[config.mk]
export PLATFORM = sky130hd
export DESIGN_NAME = gtp_wrap_cell
export DESIGN_NICKNAME = d
export VERILOG_FILES = /design/src/rtl/gtp_pkg.sv /design/src/rtl/gtp_wrap_cell.sv
export SDC_FILE = /design/constraint.sdc
export NUM_CORES = 1
export LEC_CHECK = 0
export ABC_AREA = 1
export BUFFER_PORTS_ARGS = -buffer_cell sky130_fd_sc_hd__buf_2
export CAP_MARGIN = 20
export CORE_ASPECT_RATIO = 0.8
export CORE_MARGIN = 8
export CORE_UTILIZATION = 32
export CTS_CLUSTER_SIZE = 24
export DETAILED_ROUTE_END_ITERATION = 8
export PLACE_DENSITY = 0.73
export REMOVE_ABC_BUFFERS = 1
export SLEW_MARGIN = 25
export SYNTH_ARGS = -nofsm -noshare
export SYNTH_HDL_FRONTEND = slang
export SYNTH_SLANG_ARGS = --single-unit
[constraint.sdc]
create_clock -name clk -period 0.8 [get_ports clk]
set_input_delay 0.12 -clock clk [delete_from_list [all_inputs] [get_ports clk]]
set_output_delay 0.12 -clock clk [all_outputs]
set_load 0.01 [all_outputs]
[src/rtl/gtp_pkg.sv]
// Shared types, constants and table functions for the go-to-point steering controller.
// Used by every module in rtl/; depends on nothing else.
package gtp_pkg;

	localparam int XW = 36;
	localparam int DW = 35;
	localparam int WRAP_W = 35;
	localparam int DIV_BITS = 31;
	localparam int MAX_STAGES = 24;
	localparam logic [63:0] PI_TRUE_Q30 = 64'd3373259426;
	localparam logic [27:0] KINV_Q28 = 28'd163008219;

	typedef logic [2:0] cfg_idx_t;
	localparam cfg_idx_t CFG_DIST_TOL = 3'd0;
	localparam cfg_idx_t CFG_HEAD_TOL = 3'd1;
	localparam cfg_idx_t CFG_MAX_TURN = 3'd2;
	localparam cfg_idx_t CFG_TURN_FS = 3'd3;
	localparam cfg_idx_t CFG_MAX_SPEED = 3'd4;
	localparam cfg_idx_t CFG_SPEED_FS = 3'd5;

	typedef enum logic [2:0] {
		MODE_REACHED = 3'd0,
		MODE_CANCELLED = 3'd1,
		MODE_ABORTED = 3'd2,
		MODE_FIX_HEADING = 3'd3,
		MODE_DRIVE = 3'd4
	} mode_t;

	typedef struct packed {
		logic [31:0] th;
		logic [31:0] ph;
		logic cancel;
		logic active;
	} pose_side_t;

	typedef struct packed {
		logic [DW-1:0] distance;
		logic near;
		logic cancel;
		logic active;
	} wrap_side_t;

	typedef struct packed {
		mode_t mode;
		logic tsat;
		logic ssat;
		logic neg;
		logic zero;
	} div_side_t;

	function automatic logic [31:0] atan_q30(input int i);
		logic [31:0] r;
		case (i)
			0: r = 32'h3243F6A8;
			1: r = 32'h1DAC6705;
			2: r = 32'h0FADBAFC;
			3: r = 32'h07F56EA6;
			4: r = 32'h03FEAB76;
			5: r = 32'h01FFD55B;
			6: r = 32'h00FFFAAA;
			7: r = 32'h007FFF55;
			8: r = 32'h003FFFEA;
			9: r = 32'h001FFFFD;
			10: r = 32'h000FFFFF;
			11: r = 32'h0007FFFF;
			12: r = 32'h0003FFFF;
			13: r = 32'h0001FFFF;
			14: r = 32'h0000FFFF;
			15: r = 32'h00007FFF;
			16: r = 32'h00003FFF;
			17: r = 32'h00001FFF;
			18: r = 32'h00000FFF;
			19: r = 32'h000007FF;
			20: r = 32'h000003FF;
			21: r = 32'h000001FF;
			22: r = 32'h000000FF;
			23: r = 32'h0000007F;
			default: r = 32'h0;
		endcase
		return r;
	endfunction

	function automatic logic [31:0] q30_to_frac(input logic [63:0] v, input int frac);
		logic [63:0] r;
		r = (v + (64'd1 << (29 - frac))) >> (30 - frac);
		return r[31:0];
	endfunction

endpackage

[src/rtl/gtp_wrap_cell.sv]
// One restoring reduction step of the angle wrap: subtracts a fixed multiple of 2*pi if it fits.
// Depends on gtp_pkg for the word width.
module gtp_wrap_cell #(
	parameter logic [gtp_pkg::WRAP_W-1:0] STEP = '0
) (
	input logic clk,
	input logic [gtp_pkg::WRAP_W-1:0] v_in,
	output logic [gtp_pkg::WRAP_W-1:0] v_out
);
	import gtp_pkg::*;

	logic [WRAP_W-1:0] v_q;

	always_ff @(posedge clk) begin
		if (v_in >= STEP) begin
			v_q <= v_in - STEP;
		end else begin
			v_q <= v_in;
		end
	end

	assign v_out = v_q;
endmodule

==> flow_summary.toml <==
[grt]
overflow = 0
gr-usage-all-layers_pct = 12.5
grt_pass1_vias = 725
grt_max_degree = 12
grt_first_pass_wirelength_mm = 3.48
antenna_found_initial = 0

[sta]
hold_violations = 0
finalWorstSetupSlack_ns = -0.102
setup_viol = 35
slew_viol_final = 0
rsz0062_at_grt = "true"
fmax_mhz = 1110
relSlewSlack_pct = 92.8
finalSetupTns_ns = -2.94
post-route-period-util_pct = 113
worst_pin_slew_ns = 0.107
min_period_ns = 0.902
hold_slack_ns = 0.420

[logic_synthesis]
syn-cell-area_um2 = 701
synth_top_area_share_pct = 100
syn_avg_cell_area_um2 = 20.0
synth.area.top_cells = "dfxtp_1 100%"
ys_seq_area_share_pct = 100
yosysWarnings = 0
synthCells = 35
yosys.area.top_type = "dfxtp_1"
ys_types = 1
ys_seq_elements = 35

[clock_tree]
path_clk_slew_ns = 0.11
cts_tree = "yes"
cts_root_buffer = "clkbuf_4"
htree_levels = 2
postCtsSetupBuffers = 0
cts_made_buffers = 5
cts_num_sinks = 35
cts_buffer_depth = 2

[placement]
gp_congestion = 0.689
dpl.hpwl_mm = 1.55
postPlaceCellArea_um2 = 1080
numPortBuffers = 70
placed_cells = 130

[floorplan]
pin_count = 71
die_h_um = 57.9
rows = 15
start_util_pct = 33.0
die-area_um2 = 3950
dieWidth_um = 68.3
core_area_um2 = 2120

[detailed_routing]
wire_per_inst_um = 15.2
viasPerCell = 3.96
vias = 685
firstDrtPassIters = 2
first_iter_violations = 6
ant_nets = 0
drt_wl_total_mm = 2.63
drc = 0

[cells_and_area]
largest_register_ffs = 35
antenna_cells = 0
multiInputGateArea_um2 = 0
fin_nets = 183
syn_to_final_growth_pct = 129
drive_gt1_share_pct = 61.5
multi_input_gates = 0
design_area_um2 = 1600
stdcell_count = 173

[worst_hold_path]
min_from = "v_in[22]"
worstHoldPathCells = 2
whs_endpoint = "v_out[22]"
hp-class = "in -> reg"

[critical_path]
path_class = "reg -> out"
slowest_stage = "dfxtp_1"
arrival_ns = 0.78
crit_path_cell_trace = "buf_2"
required_ns = 0.68
start_kind = "register"
cp-end-kind = "output port"
path_buf_inv = 1
cp_max_fo = 1
slowest_delay_ns = 0.32
crit_family = "flip-flops"

[power_and_ir_drop]
power_density_nw_per_um2 = 2090
leakagePower_nw = 0.782
p_total_mw = 3.34
max-vdd-ir-drop_v = 0.00159

[run_status]
violations = "negative setup slack"
status = "complete, but fails checks"

[flow_run]
max-cap-violations = 0
## stage by stage
step	util (%)	setup slack, ns
floorplan	-	0.349
global placement	51.0	0.270
detailed placement	51.0	0.250
CTS	71.7	-0.115
global route	75.6	-0.150
finish	75.6	-0.102
## placed cells by master, fill, tap and decap left out
master and instances:
clkbuf_4 5, clkinvlp_4 1, dfxtp_1 22, dlygate4sd3_1 35, dfxtp_2 13, buf_2 57, clkbuf_8 2, buf_6 13
## what timing repair did
item,4_1_cts,5_1_grt
resized for setup,4,22
endpoints found under the hold margin,35,0
endpoints found under the setup margin,35,35
cloned,0,0
hold buffers,35,0
## metal layers
metal | GRT usage (%) | vias to the layer above | share of wire [%]
li1 | - | 329 | -
met1 | 8.89 | 323 | 26
met2 | 25.5 | 28 | 65
met3 | 5.96 | 5 | 7.4
met4 | 5.25 | 0 | 1.4
met5 | 0 | - | 0
## report_power, final
part           leakage, nW  total [mW]  internal, mW  switching, mW
Clock               0.0375        1.07         0.514          0.554
Combinational        0.449       0.403         0.269          0.134
Sequential           0.295        1.87          1.84         0.0300
Total                0.782        3.34          2.62          0.718
## final cells by class
type                  count  area (um2)
Clock buffer              7        65.1
Clock inverter            1        7.51
Sequential cell          35         717
Fill cell               158         518
Tap cell                 25        31.3
Timing Repair Buffer    105         782
## synthesized netlist by cell type
cell / count
dfxtp_1: 35
## cells by family after synthesis
| group | Yosys count | synth area share (%) |
|---|---|---|
| flops | 35 | 100 |
## worst max path at each step
stage	slack, ns	to	from	cells past startpoint
floorplan	0.35	v_out[0]	v_out[0]	0
global placement	0.27	v_out[22]	v_out[22]	1
detailed placement	0.25	v_out[26]	v_out[26]	1
CTS	-0.12	v_out[32]	v_out[32]	1
global route	-0.15	v_out[25]	v_out[25]	1
finish	-0.10	v_out[25]	v_out[25]	1
No activity file was read; power rests on OpenSTA's default activity.
