### config.mk
export PLATFORM = sky130hd
export DESIGN_NAME = gtp_cordic_cell
export DESIGN_NICKNAME = d
export VERILOG_FILES = /design/src/rtl/gtp_pkg.sv /design/src/rtl/gtp_cordic_cell.sv
export SDC_FILE = /design/constraint.sdc
export NUM_CORES = 1
export LEC_CHECK = 0
export BUFFER_PORTS_ARGS = -buffer_cell sky130_fd_sc_hd__buf_2
export CAP_MARGIN = 20
export CORE_ASPECT_RATIO = 1.2
export CORE_MARGIN = 5
export CORE_UTILIZATION = 55
export CTS_BUF_LIST = sky130_fd_sc_hd__clkbuf_16
export DETAILED_ROUTE_END_ITERATION = 10
export PLACE_DENSITY = 0.8
export SLEW_MARGIN = 30
export SYNTH_ARGS = -nofsm -noshare
export SYNTH_HDL_FRONTEND = slang
export SYNTH_SLANG_ARGS = --single-unit
### constraint.sdc
create_clock -name clk -period 3.1 [get_ports clk]
set_input_delay 0.155 -clock clk [delete_from_list [all_inputs] [get_ports clk]]
set_output_delay 0.155 -clock clk [all_outputs]
set_load 0.01 [all_outputs]
### src/rtl/gtp_pkg.sv
// Shared types, constants and table functions for the go-to-point steering controller.
// Used by every module in rtl/; depends on nothing else.
package gtp_pkg;

	localparam int XW = 36;
	localparam int DW = 35;
	localparam int WRAP_W = 35;
	localparam int DIV_BITS = 31;
	localparam int MAX_STAGES = 24;
	localparam logic [63:0] PI_TRUE_Q30 = 64'd3373259426;
	localparam logic [27:0] KINV_Q28 = 28'd163008219;

	typedef logic [2:0] cfg_idx_t;
	localparam cfg_idx_t CFG_DIST_TOL = 3'd0;
	localparam cfg_idx_t CFG_HEAD_TOL = 3'd1;
	localparam cfg_idx_t CFG_MAX_TURN = 3'd2;
	localparam cfg_idx_t CFG_TURN_FS = 3'd3;
	localparam cfg_idx_t CFG_MAX_SPEED = 3'd4;
	localparam cfg_idx_t CFG_SPEED_FS = 3'd5;

	typedef enum logic [2:0] {
		MODE_REACHED = 3'd0,
		MODE_CANCELLED = 3'd1,
		MODE_ABORTED = 3'd2,
		MODE_FIX_HEADING = 3'd3,
		MODE_DRIVE = 3'd4
	} mode_t;

	typedef struct packed {
		logic [31:0] th;
		logic [31:0] ph;
		logic cancel;
		logic active;
	} pose_side_t;

	typedef struct packed {
		logic [DW-1:0] distance;
		logic near;
		logic cancel;
		logic active;
	} wrap_side_t;

	typedef struct packed {
		mode_t mode;
		logic tsat;
		logic ssat;
		logic neg;
		logic zero;
	} div_side_t;

	function automatic logic [31:0] atan_q30(input int i);
		logic [31:0] r;
		case (i)
			0: r = 32'h3243F6A8;
			1: r = 32'h1DAC6705;
			2: r = 32'h0FADBAFC;
			3: r = 32'h07F56EA6;
			4: r = 32'h03FEAB76;
			5: r = 32'h01FFD55B;
			6: r = 32'h00FFFAAA;
			7: r = 32'h007FFF55;
			8: r = 32'h003FFFEA;
			9: r = 32'h001FFFFD;
			10: r = 32'h000FFFFF;
			11: r = 32'h0007FFFF;
			12: r = 32'h0003FFFF;
			13: r = 32'h0001FFFF;
			14: r = 32'h0000FFFF;
			15: r = 32'h00007FFF;
			16: r = 32'h00003FFF;
			17: r = 32'h00001FFF;
			18: r = 32'h00000FFF;
			19: r = 32'h000007FF;
			20: r = 32'h000003FF;
			21: r = 32'h000001FF;
			22: r = 32'h000000FF;
			23: r = 32'h0000007F;
			default: r = 32'h0;
		endcase
		return r;
	endfunction

	function automatic logic [31:0] q30_to_frac(input logic [63:0] v, input int frac);
		logic [63:0] r;
		r = (v + (64'd1 << (29 - frac))) >> (30 - frac);
		return r[31:0];
	endfunction

endpackage

### src/rtl/gtp_cordic_cell.sv
// One CORDIC vectoring stage: rotates toward y = 0 and accumulates the angle.
// Depends on gtp_pkg for the vector width.
module gtp_cordic_cell #(
	parameter int STAGE = 0,
	parameter int ZW = 21,
	parameter logic [ZW-1:0] ATAN = '0
) (
	input logic clk,
	input logic signed [gtp_pkg::XW-1:0] x_in,
	input logic signed [gtp_pkg::XW-1:0] y_in,
	input logic signed [ZW-1:0] z_in,
	output logic signed [gtp_pkg::XW-1:0] x_out,
	output logic signed [gtp_pkg::XW-1:0] y_out,
	output logic signed [ZW-1:0] z_out
);
	import gtp_pkg::*;

	logic signed [XW-1:0] xs, ys, x_q, y_q;
	logic signed [ZW-1:0] z_q;
	logic pos;

	assign xs = x_in >>> STAGE;
	assign ys = y_in >>> STAGE;
	assign pos = ~y_in[XW-1] & (|y_in);

	always_ff @(posedge clk) begin
		if (pos) begin
			x_q <= x_in + ys;
			y_q <= y_in - xs;
			z_q <= z_in + $signed(ATAN);
		end else begin
			x_q <= x_in - ys;
			y_q <= y_in + xs;
			z_q <= z_in - $signed(ATAN);
		end
	end

	assign x_out = x_q;
	assign y_out = y_q;
	assign z_out = z_q;
endmodule

==> impl_metrics.tcl <==
set metrics [dict create \
    drv_slew 0 \
    wl_per_cell_um 20.2 \
    drc 0 \
    critical_path_class "primary input to register" \
    hold_class "primary input to register" \
    synth_top_area_share_pct 21.1 \
    critical_path.slowest_cell "a2111oi_0" \
    avgSynthCellArea_um2 7.67 \
    post-place-ws_ps 80.3 \
    hold_viol 0 \
    grt_max_degree 28 \
    clkSinkCount 92 \
    fin_ws_ps 361 \
    yosys-top-cells-area "dfxtp_1 21%, ha_1 16%, a21oi_1 7.6%" \
    core_area_um2 15600 \
    tightest_slew_ps 873 \
    ys_seq_elements 92 \
    antennaDiodeCount 0 \
    clockBufferDepth 2 \
    cts.htree.levels 3 \
    cp_max_fo 12 \
    cpPeakStageDelay_ps 740 \
    fillCellCount 1330 \
    layout_commonest_cell "buf_2" \
    clock.fmax_ghz 0.365 \
    cp.required_ps 3390 \
    synth_area_leader_cell "dfxtp_1" \
    path_buf_inv 5 \
    period_minus_slack_ps 2740 \
    clk_pin_slew_ps 70 \
    fin_nets 1599 \
    grt_pass1_wl_um 50600 \
    die_y_um 148 \
    cp_cell_sequence "buf_2 > inv_1 > ha_1 > nor2_1 > o21ai_0 > buf_4 > a2111oi_0 > buf_4 > nor2_1 > a21oi_1 > buf_4 > a221oi_1 > o211ai_1 > xnor2_1" \
    ir_drop_mv 0.296 \
    ys_warn_count 0 \
    critPathArrivalTime_ps 3030 \
    endpoint_kind "register" \
    cts_resized 0 \
    run_status "finished, final reports clean" \
    hp-start "y_in[0]" \
    path_common_cell "buf_4" \
    synth_area_um2 8720 \
    synth-seq-area-share_pct 21.1 \
    place_congestion 1.02 \
    start_util_pct 56.0 \
    dpl.hpwl_um 26300 \
    first_iter_violations 1097 \
    grt_overflow_total 0 \
    crit_path_start_kind "primary input" \
    finalPower_mw 4.68 \
    die_w_um 125 \
    grt_pass1_vias 9682 \
    synth_edf_count 0 \
    cp_top_family "compound AO/OA/AOI/OAI gates" \
    postSynthCellCount 1136 \
    relSlewSlack_pct 40.3 \
    cts_buffers 9 \
    setup_viol 0 \
    period_share_pct 88.3 \
    layout-drive-gt1-share_pct 23.4 \
    grtUsageTotal_pct 34.0 \
    area_delta_synth_final_pct 25.4 \
    clockRootBuffer "clkbuf_16" \
    cts_tree "built" \
    io_buffers 186 \
    pin_count 187 \
    ys_types 85 \
    antenna_found_initial 0 \
    cts_setup_buffers 0 \
    dieArea_um2 18500 \
    async_flop_share_pct 0 \
    rsz0062_at_grt "false" \
    cp-startpoint "x_in[20]" \
    multi_input_area_um2 6230 \
    final_cell_mix "186 x buf_2, 133 x a21oi_1, 109 x ha_1" \
    regArea_um2 1840 \
    routed_wl_um 32400 \
    ant_nets 0 \
    drt-pass1-iter-count 7 \
    max_cap_viol_count 0 \
    p_leak_nw 5.17 \
    power_density_nw_per_um2 428 \
    syn-num-nets 1342 \
    ys.flop_type "dfxtp_1" \
    finalSetupTns_ps 0 \
    vias_per_cell 6.08 \
    dr_total_vias 9763 \
    rows 50 \
]
per-stage QoR:
step	hold slack, ps	cells	cell area (um2)	utilization [%]
2_1_floorplan	183	1136	8720	-
3_3_place_gp	257	1569	10400	67.0
3_5_place_dp	259	1569	10400	67.0
4_1_cts	127	1606	10900	70.2
5_1_grt	172	1606	10900	70.2
6_report	123	1606	10900	70.2
layout make-up:
cell class                      count  area share [%]
Multi-Input combinational cell    881            57.0
Clock buffer                        9            2.06
Clock inverter                      7           0.595
Inverter                          111            3.83
Timing Repair Buffer              298            17.3
Tap cell                          208            2.38
Sequential cell                    92            16.8
tightest hold or removal path, cell delays in order:
cell and delay, ps:
buf_2 120, ha_1 130, inv_1 40
flip-flops by register name (all words and copies together), names as in the netlist:
register and flops:
y_out 36, x_out 35, z_out 21
cells in the mapped netlist, types with 13 or more instances:
cell / instances
clkbuf_1: 25
mux2i_1: 17
o31ai_1: 22
dfxtp_1: 92
nor2b_1: 13
o21bai_1: 18
nor4_1: 22
xnor2_1: 58
nor2_1: 73
nand4_1: 18
o21ai_0: 64
ha_1: 109
inv_1: 104
a21oi_1: 133
nand2b_1: 14
nand2_1: 77
nand3_1: 24
a21o_1: 16
buf_2: 15
a211oi_1: 13
nor3_1: 33
logic make-up after synthesis:
group / share of synthesized area [%]
mux: 1.95
compound gates: 28.3
xor+xnor: 6.33
buf+inv: 7.56
simple gates: 18.4
fa+ha+maj: 16.3
flops: 21.1
per-layer routing:
| metal | vias up | track usage, % | share of wire, % |
|---|---|---|---|
| li1 | 4576 | - | - |
| met1 | 4498 | 38.6 | 38 |
| met2 | 551 | 59.7 | 48 |
| met3 | 138 | 6.65 | 8.0 |
| met4 | 0 | 18.8 | 6.0 |
| met5 | - | 0 | 0 |
what timing repair did:
action	4_1_cts	5_1_grt
hold buffers	21	0
endpoints found under the hold margin	21	0
setup endpoints to repair	0	0
path summary, 6_finish.rpt:
check / end / slack [ps] / depth (start not counted)
setup / recovery: x_out[34] / 360 / 14
hold / removal: y_out[0] / 120 / 3
power by group:
group / leakage, nW / switching (mW) / internal [mW]
registers: 0.776 / 0.0586 / 1.42
logic: 4.24 / 1.24 / 0.842
clock network: 0.149 / 0.502 / 0.623
Note: power is estimated with default switching activity, not from simulation.
