$ cat config.mk
export PLATFORM = sky130hd
export DESIGN_NAME = gtp_div_cell
export DESIGN_NICKNAME = d
export VERILOG_FILES = /design/src/rtl/gtp_pkg.sv /design/src/rtl/gtp_div_cell.sv
export SDC_FILE = /design/constraint.sdc
export NUM_CORES = 1
export LEC_CHECK = 0
export BUFFER_PORTS_ARGS = -buffer_cell sky130_fd_sc_hd__buf_2
export CORE_MARGIN = 4
export CORE_UTILIZATION = 40
export CTS_BUF_LIST = sky130_fd_sc_hd__clkbuf_8 sky130_fd_sc_hd__clkbuf_16
export DETAILED_ROUTE_END_ITERATION = 8
export PLACE_DENSITY = 0.85
export SLEW_MARGIN = 20
export SYNTH_ARGS = -nofsm -noshare
export SYNTH_HDL_FRONTEND = slang
export SYNTH_SLANG_ARGS = --single-unit
$ cat constraint.sdc
create_clock -name clk -period 2.2 [get_ports clk]
set_input_delay 0.22 -clock clk [delete_from_list [all_inputs] [get_ports clk]]
set_output_delay 0.22 -clock clk [all_outputs]
set_load 0.02 [all_outputs]
$ cat src/rtl/gtp_pkg.sv
// Shared types, constants and table functions for the go-to-point steering controller.
// Used by every module in rtl/; depends on nothing else.
package gtp_pkg;

	localparam int XW = 36;
	localparam int DW = 35;
	localparam int WRAP_W = 35;
	localparam int DIV_BITS = 31;
	localparam int MAX_STAGES = 24;
	localparam logic [63:0] PI_TRUE_Q30 = 64'd3373259426;
	localparam logic [27:0] KINV_Q28 = 28'd163008219;

	typedef logic [2:0] cfg_idx_t;
	localparam cfg_idx_t CFG_DIST_TOL = 3'd0;
	localparam cfg_idx_t CFG_HEAD_TOL = 3'd1;
	localparam cfg_idx_t CFG_MAX_TURN = 3'd2;
	localparam cfg_idx_t CFG_TURN_FS = 3'd3;
	localparam cfg_idx_t CFG_MAX_SPEED = 3'd4;
	localparam cfg_idx_t CFG_SPEED_FS = 3'd5;

	typedef enum logic [2:0] {
		MODE_REACHED = 3'd0,
		MODE_CANCELLED = 3'd1,
		MODE_ABORTED = 3'd2,
		MODE_FIX_HEADING = 3'd3,
		MODE_DRIVE = 3'd4
	} mode_t;

	typedef struct packed {
		logic [31:0] th;
		logic [31:0] ph;
		logic cancel;
		logic active;
	} pose_side_t;

	typedef struct packed {
		logic [DW-1:0] distance;
		logic near;
		logic cancel;
		logic active;
	} wrap_side_t;

	typedef struct packed {
		mode_t mode;
		logic tsat;
		logic ssat;
		logic neg;
		logic zero;
	} div_side_t;

	function automatic logic [31:0] atan_q30(input int i);
		logic [31:0] r;
		case (i)
			0: r = 32'h3243F6A8;
			1: r = 32'h1DAC6705;
			2: r = 32'h0FADBAFC;
			3: r = 32'h07F56EA6;
			4: r = 32'h03FEAB76;
			5: r = 32'h01FFD55B;
			6: r = 32'h00FFFAAA;
			7: r = 32'h007FFF55;
			8: r = 32'h003FFFEA;
			9: r = 32'h001FFFFD;
			10: r = 32'h000FFFFF;
			11: r = 32'h0007FFFF;
			12: r = 32'h0003FFFF;
			13: r = 32'h0001FFFF;
			14: r = 32'h0000FFFF;
			15: r = 32'h00007FFF;
			16: r = 32'h00003FFF;
			17: r = 32'h00001FFF;
			18: r = 32'h00000FFF;
			19: r = 32'h000007FF;
			20: r = 32'h000003FF;
			21: r = 32'h000001FF;
			22: r = 32'h000000FF;
			23: r = 32'h0000007F;
			default: r = 32'h0;
		endcase
		return r;
	endfunction

	function automatic logic [31:0] q30_to_frac(input logic [63:0] v, input int frac);
		logic [63:0] r;
		r = (v + (64'd1 << (29 - frac))) >> (30 - frac);
		return r[31:0];
	endfunction

endpackage

$ cat src/rtl/gtp_div_cell.sv
// One restoring long-division step producing one quotient bit per cycle.
// Depends on gtp_pkg for the quotient width.
module gtp_div_cell (
	input logic clk,
	input logic [gtp_pkg::DIV_BITS-1:0] divisor,
	input logic [gtp_pkg::DIV_BITS-1:0] rem_in,
	input logic [gtp_pkg::DIV_BITS-1:0] num_in,
	input logic [gtp_pkg::DIV_BITS-1:0] quo_in,
	output logic [gtp_pkg::DIV_BITS-1:0] rem_out,
	output logic [gtp_pkg::DIV_BITS-1:0] num_out,
	output logic [gtp_pkg::DIV_BITS-1:0] quo_out
);
	import gtp_pkg::*;

	logic [DIV_BITS:0] r2, diff;
	logic ge;
	logic [DIV_BITS-1:0] rem_q, num_q, quo_q;

	assign r2 = {rem_in, num_in[DIV_BITS-1]};
	assign diff = r2 - {1'b0, divisor};
	assign ge = r2 >= {1'b0, divisor};

	always_ff @(posedge clk) begin
		rem_q <= ge ? diff[DIV_BITS-1:0] : r2[DIV_BITS-1:0];
		num_q <= {num_in[DIV_BITS-2:0], 1'b0};
		quo_q <= {quo_in[DIV_BITS-2:0], ge};
	end

	assign rem_out = rem_q;
	assign num_out = num_q;
	assign quo_out = quo_q;
endmodule

==> results_dict.tcl, run 1 <==
set metrics [dict create \
    status "finished clean" \
    p_per_area_nw_per_um2 715 \
    finalHoldViolCount 0 \
    num-nets-final 925 \
    ant_nets 0 \
    setup_viol_count_final 0 \
    clock-sinks 92 \
    cts_tree "yes" \
    worst-path-buf-inv 3 \
    synth.distinct_cells 57 \
    finalWirelength_mm 14.8 \
    synth_flop_cell "dfxtp_1" \
    grt_pass1_wl_mm 22.6 \
    critical_path.most_common_cell "a21oi_2" \
    max_stage_delay_ps 550 \
    std_cell_rows 35 \
    crit_type "input pin to flip-flop" \
    leakage_nw 3.37 \
    post-route-util_pct 71.1 \
    crit_path_start_kind "input pin" \
    synth_cells 417 \
    cp.required_ps 2440 \
    syn_to_final_growth_pct 70.3 \
    dieArea_um2 11500 \
    drtIter0Drc 208 \
    async_reset_ff_share_pct 0 \
    cts_buffers 9 \
    grt_remaining_overflow 0 \
    synth_warnings 0 \
    fp.dieH_um 107 \
    arrival_ps 2350 \
    power.total_mw 4.79 \
    via_per_inst 4.76 \
    hold_class "input pin to flip-flop" \
    maxSlewViolCount 0 \
    hpwl_mm 10.6 \
    maxCapViolCount 0 \
    cts.path.max_buffers 2 \
    min_period_ps 2110 \
    synth-edff-count 0 \
    core_region_area_um2 9420 \
    cts.htree.levels 3 \
    num_vias 4292 \
    yosys_register_bits 92 \
    port-buffer-count 215 \
    drive_gt1_share_pct 45.0 \
    synth_top_area_share_pct 46.8 \
    synthesis.area_um2 3930 \
    synth_seq_area_share_pct 46.8 \
    finalSetupTns_ps 0 \
    cp_cell_sequence "buf_2, inv_1, ha_1, a21oi_2, o21ai_1, or4_1, a21oi_2, o31ai_1, buf_4, a31oi_1, xor2_1, o21ai_0" \
    start_util_pct 41.8 \
    grt_max_degree 20 \
    synth_fp_nets 574 \
    drc 0 \
    wl_per_cell_um 16.4 \
    nFillCells 688 \
    grt_pass1_vias 4472 \
    antenna_found_initial 0 \
    final.period_utilization_pct 95.9 \
    gp_routability_congestion 0.837 \
    rsz0062_at_grt "false" \
    critPathTopFamily "compound AO/OA/AOI/OAI gates" \
    n_antenna_cell 0 \
    critPathMaxFanout 3 \
    grtUsageTotal_pct 24.9 \
    synth_top_area_cell "dfxtp_1" \
    dr.pass1.iters 4 \
    postSynthAreaPerCell_um2 9.43 \
    die_w_um 107 \
    critPathSlowestCell "or4_1" \
    seq_area_um2 1840 \
    cts_root_buffer "clkbuf_8" \
    io_pins 218 \
    ir_drop_mv 0.364 \
    end_kind "flip-flop" \
    synth_area_leaders "dfxtp_1, ha_1, a21oi_1" \
    cts.reportedPaths.clkPinSlew_ps 110 \
    multi_input_area_um2 2030 \
    fmax_mhz 474 \
]
==> layout make-up <==
type	count	share of cell area [%]
clock inverter	7	1.14
multi-input combinational	275	30.3
inverter	41	2.52
sequential	92	27.5
tap	129	2.41
clock buffer	9	1.85
timing repair buffer	349	34.2
==> through the flow <==
stage | setup slack (ps) | std cells | area, µm² | hold slack [ps]
final | 90.3 | 902 | 6700 | 75.7
after global routing | 0.633 | 902 | 6700 | 65.1
after CTS | 16.5 | 900 | 6600 | 56.7
after detailed placement | -451 | 824 | 5790 | 324
after global placement | -414 | 824 | 5790 | 322
after floorplan | -1.82 | 417 | 4030 | 248
==> synth_stat cells (all sizes together) (5+ instances only) <==
library cell,instances
dfxtp,92
o21a,5
nor2,36
a21o,9
o31ai,5
nand2,34
inv,41
buf,8
a211oi,5
o21ai,28
nand3,5
xnor2,9
a21oi,42
nor3,6
nand4,5
ha,31
xor2,14
==> repair_timing <==
action,4_1_cts,5_1_grt
setup endpoints to repair,13,28
pin swaps,1,7
endpoints found under the hold margin,60,0
hold buffers,60,0
gates resized for setup,2,18
buffers inserted,0,2
==> per-layer routing <==
| layer | part of all wire (%) | track usage [%] | wire, µm |
|---|---|---|---|
| met1 | 38 | 26.6 | 5640 |
| met2 | 53 | 48.3 | 7860 |
| met3 | 6.4 | 5.78 | 952 |
| met4 | 2.1 | 7.12 | 310 |
| met5 | 0 | 0 | 0 |
==> worst paths after layout <==
| path | startpoint | endpoint | slack [ps] | cells past startpoint |
|---|---|---|---|---|
| worst max-delay path | divisor[18] | rem_out[29] | 90 | 12 |
| worst min-delay path | rem_in[6] | rem_out[7] | 80 | 3 |
==> state kept, by name, indices dropped and copies added, names as in the netlist <==
| name | flops |
|---|---|
| quo_out | 31 |
| rem_out | 31 |
| num_out | 30 |
==> kinds of logic (layout without fill, tap and decap cells) <==
family	Yosys count	in the layout	synth area share, %
buffers and inverters	50	406	5.41
DFF	92	92	46.8
and+or+nand+nor	104	104	12.3
xor gates and xnor gates	23	23	5.12
AOI/OAI and AO/OA	115	115	19.9
other	1	1	0.0954
adders and majority gates	32	32	10.4
==> power breakdown <==
part / switching [mW] / internal (mW)
logic: 0.939 / 0.789
registers: 0.0565 / 1.87
clock network: 0.685 / 0.451
==> layout by cell type, fill, tap and decap left out, types with 6 or more instances in the layout <==
cell type / n
o21ai_1: 6
clkbuf_8: 9
ha_1: 26
buf_2: 214
a21oi_1: 27
a21o_1: 8
dfxtp_1: 92
o21ai_0: 20
nor2_1: 36
dlygate4sd3_1: 60
a21oi_2: 14
nand2_1: 34
inv_1: 39
xnor2_1: 9
buf_4: 68
xor2_1: 14
No activity file was read; power rests on OpenSTA's default activity.
==> run 2, diff against run 1 <==
--- a/config.mk
+++ b/config.mk
@@ -10,8 +10,7 @@
 export CORE_UTILIZATION = 40
 export CTS_BUF_LIST = sky130_fd_sc_hd__clkbuf_8 sky130_fd_sc_hd__clkbuf_16
 export DETAILED_ROUTE_END_ITERATION = 8
-export PLACE_DENSITY = 0.85
-export SLEW_MARGIN = 20
+export PLACE_DENSITY_LB_ADDON = 0.25
 export SYNTH_ARGS = -nofsm -noshare
 export SYNTH_HDL_FRONTEND = slang
 export SYNTH_SLANG_ARGS = --single-unit
==> results_dict.tcl, run 2 (synthesis gave the netlist of run 1 again) <==
set metrics [dict create \
    status "finished clean" \
    core_region_area_um2 9420 \
    wl_per_cell_um 14.2 \
    antenna_found_initial 0 \
    cts.path.max_buffers 2 \
    grtUsageTotal_pct 21.6 \
    crit_path_start_kind "input pin" \
    power.total_mw 4.90 \
    cp.required_ps 2460 \
    grt_pass1_wl_mm 19.8 \
    hold_class "input pin to flip-flop" \
    die_w_um 107 \
    maxCapViolCount 0 \
    final.period_utilization_pct 95.4 \
    cts_tree "yes" \
    dieArea_um2 11500 \
    grt_pass1_vias 4274 \
    p_sw_share_pct 32.9 \
    drive_gt1_share_pct 44.7 \
    maxSlewViolCount 0 \
    leakage_nw 3.38 \
    arrival_ps 2360 \
    ant_nets 0 \
    n_antenna_cell 0 \
    min_period_ps 2100 \
    finalWirelength_mm 12.8 \
    cts.reportedPaths.clkPinSlew_ps 100 \
    fp.dieH_um 107 \
    post-route-util_pct 71.2 \
    io_pins 218 \
    port-buffer-count 215 \
    final_cell_mix "buf_2, dfxtp_1, buf_4" \
    dr.pass1.iters 4 \
    clockPowerShare_pct 26.0 \
    multi_input_area_um2 2040 \
    start_util_pct 41.8 \
    seqPwrFrac_pct 39.2 \
    p_int_mw 3.29 \
    gp_routability_congestion 0.885 \
    setup_viol_count_final 0 \
    std_cell_rows 35 \
    via_per_inst 4.66 \
    seq_area_um2 1840 \
    num_vias 4210 \
    finalHoldViolCount 0 \
    hold_ws_ps 58.7 \
    p_sw_mw 1.61 \
    end_kind "flip-flop" \
    clock-sinks 92 \
    syn_to_final_growth_pct 70.6 \
    pwr-share-comb_pct 34.8 \
    num-nets-final 926 \
    ir_drop_mv 0.341 \
    drtIter0Drc 140 \
    grt_remaining_overflow 0 \
    drc 0 \
    nFillCells 714 \
    layout_commonest_cell "buf_2" \
    cts_buffers 9 \
    crit_type "input pin to flip-flop" \
    grt_max_degree 17 \
    cts.htree.levels 3 \
    p_per_area_nw_per_um2 730 \
    cts_root_buffer "clkbuf_8" \
    hpwl_mm 9.41 \
    critPathMaxFanout 6 \
    fmax_mhz 477 \
]
-- run 2: cell types whose count changed in the layout (fill, tap and decap cells not counted), sizes merged --
cell,change
clkinv,-3
bufinv,+2
buf,+1
clkinvlp,+1
-- run 2: worst max-delay path: stages --
cell	delay, ps
clkbuf_4	160
inv_12	30
ha_4	160
fa_2	390
nor2b_2	140
o31a_1	250
o21bai_4	90
a21oi_4	190
a21o_4	180
o21ai_4	90
inv_4	120
buf_4	130
o2111a_1	180
a211oi_2	40
-- run 2: final cells by class --
| cell class | instances | share of cell area, % |
|---|---|---|
| clock buffer | 9 | 1.85 |
| clock inverter | 7 | 1.45 |
| inverter | 41 | 2.52 |
| multi-input combinational | 275 | 30.4 |
| sequential | 92 | 27.5 |
| tap | 129 | 2.41 |
| timing repair buffer | 350 | 33.9 |
-- run 2: final timing paths --
kind,to,slack [ps],from,cells after the start
setup / recovery,rem_out[30],100,num_in[30],14
hold / removal,rem_out[28],60,rem_in[27],3
-- run 2: what timing repair did --
| action | CTS | global route |
|---|---|---|
| hold buffers | 60 | 0 |
| setup endpoints to repair | 3 | 24 |
| hold endpoints to repair | 60 | 0 |
| cloned | 0 | 0 |
| buffers inserted | 0 | 1 |
| pin swaps | 1 | 8 |
| gates resized for setup | 0 | 21 |
-- run 2: per-layer routing --
metal,global-route usage [%],wire (µm),vias up
li1,-,-,2137
met1,23.6,5050,1893
met2,40.5,6630,160
met3,4.39,925,20
met4,8.40,245,0
met5,0,0,-
-- run 2: through the flow --
step | cell area (µm²) | setup slack, ps | cells | TNS [ps]
2_1_floorplan | 4030 | -1.82 | 417 | -2.74
3_3_place_gp | 5780 | -362 | 826 | -7630
3_5_place_dp | 5780 | -383 | 826 | -9750
4_1_cts | 6610 | 3.65 | 902 | 0
5_1_grt | 6710 | -3.00 | 903 | -3.60
6_report | 6710 | 102 | 903 | 0
-- run 2: power by group through the flow --
stage | combinational [mW] | clock (mW) | sequential [mW]
final | 1.70 | 1.27 | 1.92
after global routing | 1.85 | 1.37 | 1.94
after CTS | 1.65 | 1.31 | 1.92
after detailed placement | 1.56 | 0 | 1.96
after global placement | 1.53 | 0 | 1.95
after floorplan | 0.641 | 0 | 2.22
==> run 3, diff against run 2 <==
--- a/config.mk
+++ b/config.mk
@@ -6,7 +6,6 @@
 export NUM_CORES = 1
 export LEC_CHECK = 0
 export BUFFER_PORTS_ARGS = -buffer_cell sky130_fd_sc_hd__buf_2
-export CORE_MARGIN = 4
 export CORE_UTILIZATION = 40
 export CTS_BUF_LIST = sky130_fd_sc_hd__clkbuf_8 sky130_fd_sc_hd__clkbuf_16
 export DETAILED_ROUTE_END_ITERATION = 8
==> results_dict.tcl, run 3 (synthesis gave the netlist of run 1 again) <==
set metrics [dict create \
    status "finished clean" \
    pwr-share-comb_pct 35.4 \
    nFillCells 752 \
    num-nets-final 922 \
    finalHoldViolCount 0 \
    dr.pass1.iters 4 \
    leakage_nw 3.35 \
    maxSlewViolCount 0 \
    cts.reportedPaths.clkPinSlew_ps 110 \
    cts.path.max_buffers 2 \
    grt_pass1_vias 4300 \
    p_int_mw 3.08 \
    crit_path_start_kind "input pin" \
    min_period_ps 2080 \
    cts.htree.levels 3 \
    core_region_area_um2 9370 \
    multi_input_area_um2 2030 \
    power.total_mw 4.76 \
    hpwl_mm 9.08 \
    drc 0 \
    antenna_found_initial 0 \
    critPathMaxFanout 17 \
    drive_gt1_share_pct 44.2 \
    std_cell_rows 35 \
    finalWirelength_mm 12.6 \
    layout_commonest_cell "buf_2" \
    fmax_mhz 482 \
    crit_type "input pin to flip-flop" \
    min_from "rem_in[16]" \
    seqPwrFrac_pct 40.3 \
    start_util_pct 42.0 \
    setup_viol_count_final 0 \
    dieArea_um2 10200 \
    via_per_inst 4.71 \
    clockPowerShare_pct 24.3 \
    syn_to_final_growth_pct 68.9 \
    grtUsageTotal_pct 24.7 \
    grt_remaining_overflow 0 \
    p_per_area_nw_per_um2 716 \
    clock-sinks 92 \
    ant_nets 0 \
    grt_max_degree 20 \
    end_kind "flip-flop" \
    ir_drop_mv 0.422 \
    p_sw_share_pct 35.2 \
    hold_depth 3 \
    die_w_um 101 \
    final.period_utilization_pct 94.3 \
    gp_routability_congestion 0.865 \
    cp.required_ps 2490 \
    maxCapViolCount 0 \
    arrival_ps 2370 \
    cts_buffers 9 \
    port-buffer-count 215 \
    io_pins 218 \
    wl_per_cell_um 14.1 \
    whs_endpoint "rem_out[17]" \
    seq_area_um2 1840 \
    cts_root_buffer "clkbuf_8" \
    final_cell_mix "buf_2, dfxtp_1, buf_4" \
    post-route-util_pct 70.9 \
    rsz0062_at_grt "false" \
    hold_class "input pin to flip-flop" \
    drtIter0Drc 110 \
    cts_tree "yes" \
    num_vias 4236 \
    grt_pass1_wl_mm 19.6 \
    p_sw_mw 1.67 \
    n_antenna_cell 0 \
    fp.dieH_um 101 \
]
## run 3: changes by cell type in the layout (fill, tap and decap cells not counted), sizes merged
cell and delta:
buf -4, bufinv -2, clkinv +2, clkinvlp -1
inv +1
## run 3: timing repair
| action | CTS | global route |
|---|---|---|
| gates resized for setup | 0 | 14 |
| setup buffers | 0 | 1 |
| hold buffers | 60 | 0 |
| setup endpoints to repair | 0 | 20 |
| endpoints found under the hold margin | 60 | 0 |
## run 3: per-layer routing
layer  vias to the layer above  global-route usage (%)  part of all wire (%)
met4                         0                    9.03                   1.8
met1                      1934                    26.5                    40
met2                       153                    47.2                    52
met5                         -                       0                     0
li1                       2128                       -                     -
met3                        21                    5.59                   6.0
## run 3: layout make-up
cell class,count,share of cell area [%]
Clock inverter,7,1.15
Sequential cell,92,27.7
Tap cell,129,2.43
Timing Repair Buffer,346,33.7
Clock buffer,9,1.87
Multi-Input combinational cell,275,30.6
Inverter,41,2.51
## run 3: worst max path at each step
stage / startpoint / to / slack [ps] / depth (start not counted)
2_1_floorplan: num_in[30] / rem_out[18] / -2 / 13
3_3_place_gp: divisor[19] / rem_out[27] / -360 / 12
3_5_place_dp: divisor[19] / rem_out[27] / -400 / 12
4_1_cts: divisor[19] / rem_out[27] / 4 / 12
5_1_grt: divisor[1] / rem_out[19] / 10 / 11
6_report: num_in[30] / rem_out[30] / 120 / 14
## run 3: power by group through the flow
stage | registers, mW | logic (mW) | clock network, mW
final | 1.92 | 1.68 | 1.15
after global placement | 1.95 | 1.53 | 0
after global routing | 1.93 | 1.83 | 1.26
after detailed placement | 1.95 | 1.56 | 0
after floorplan | 2.22 | 0.641 | 0
after CTS | 1.92 | 1.65 | 1.19
## run 3: worst max-delay path: stages
cell and delay, ps:
clkbuf_4 160, inv_12 30, ha_4 150, fa_2 340, nor2b_2 140, o31a_1 210
o21bai_4 100, a21oi_4 190, a21o_4 200, o21ai_4 70, inv_2 130, buf_12 160
nor2_1 50, a211oi_1 200
## run 3: metrics by stage
step / cells / cell area (µm²) / setup WS [ps] / setup TNS [ps] / hold WS, ps
6_report: 899 / 6640 / 125 / 0 / 62.1
5_1_grt: 899 / 6640 / 13.7 / 0 / 57.2
3_5_place_dp: 823 / 5760 / -396 / -8210 / 324
2_1_floorplan: 417 / 4030 / -1.82 / -2.74 / 248
3_3_place_gp: 823 / 5760 / -363 / -7090 / 323
4_1_cts: 899 / 6560 / 3.65 / 0 / 48.6
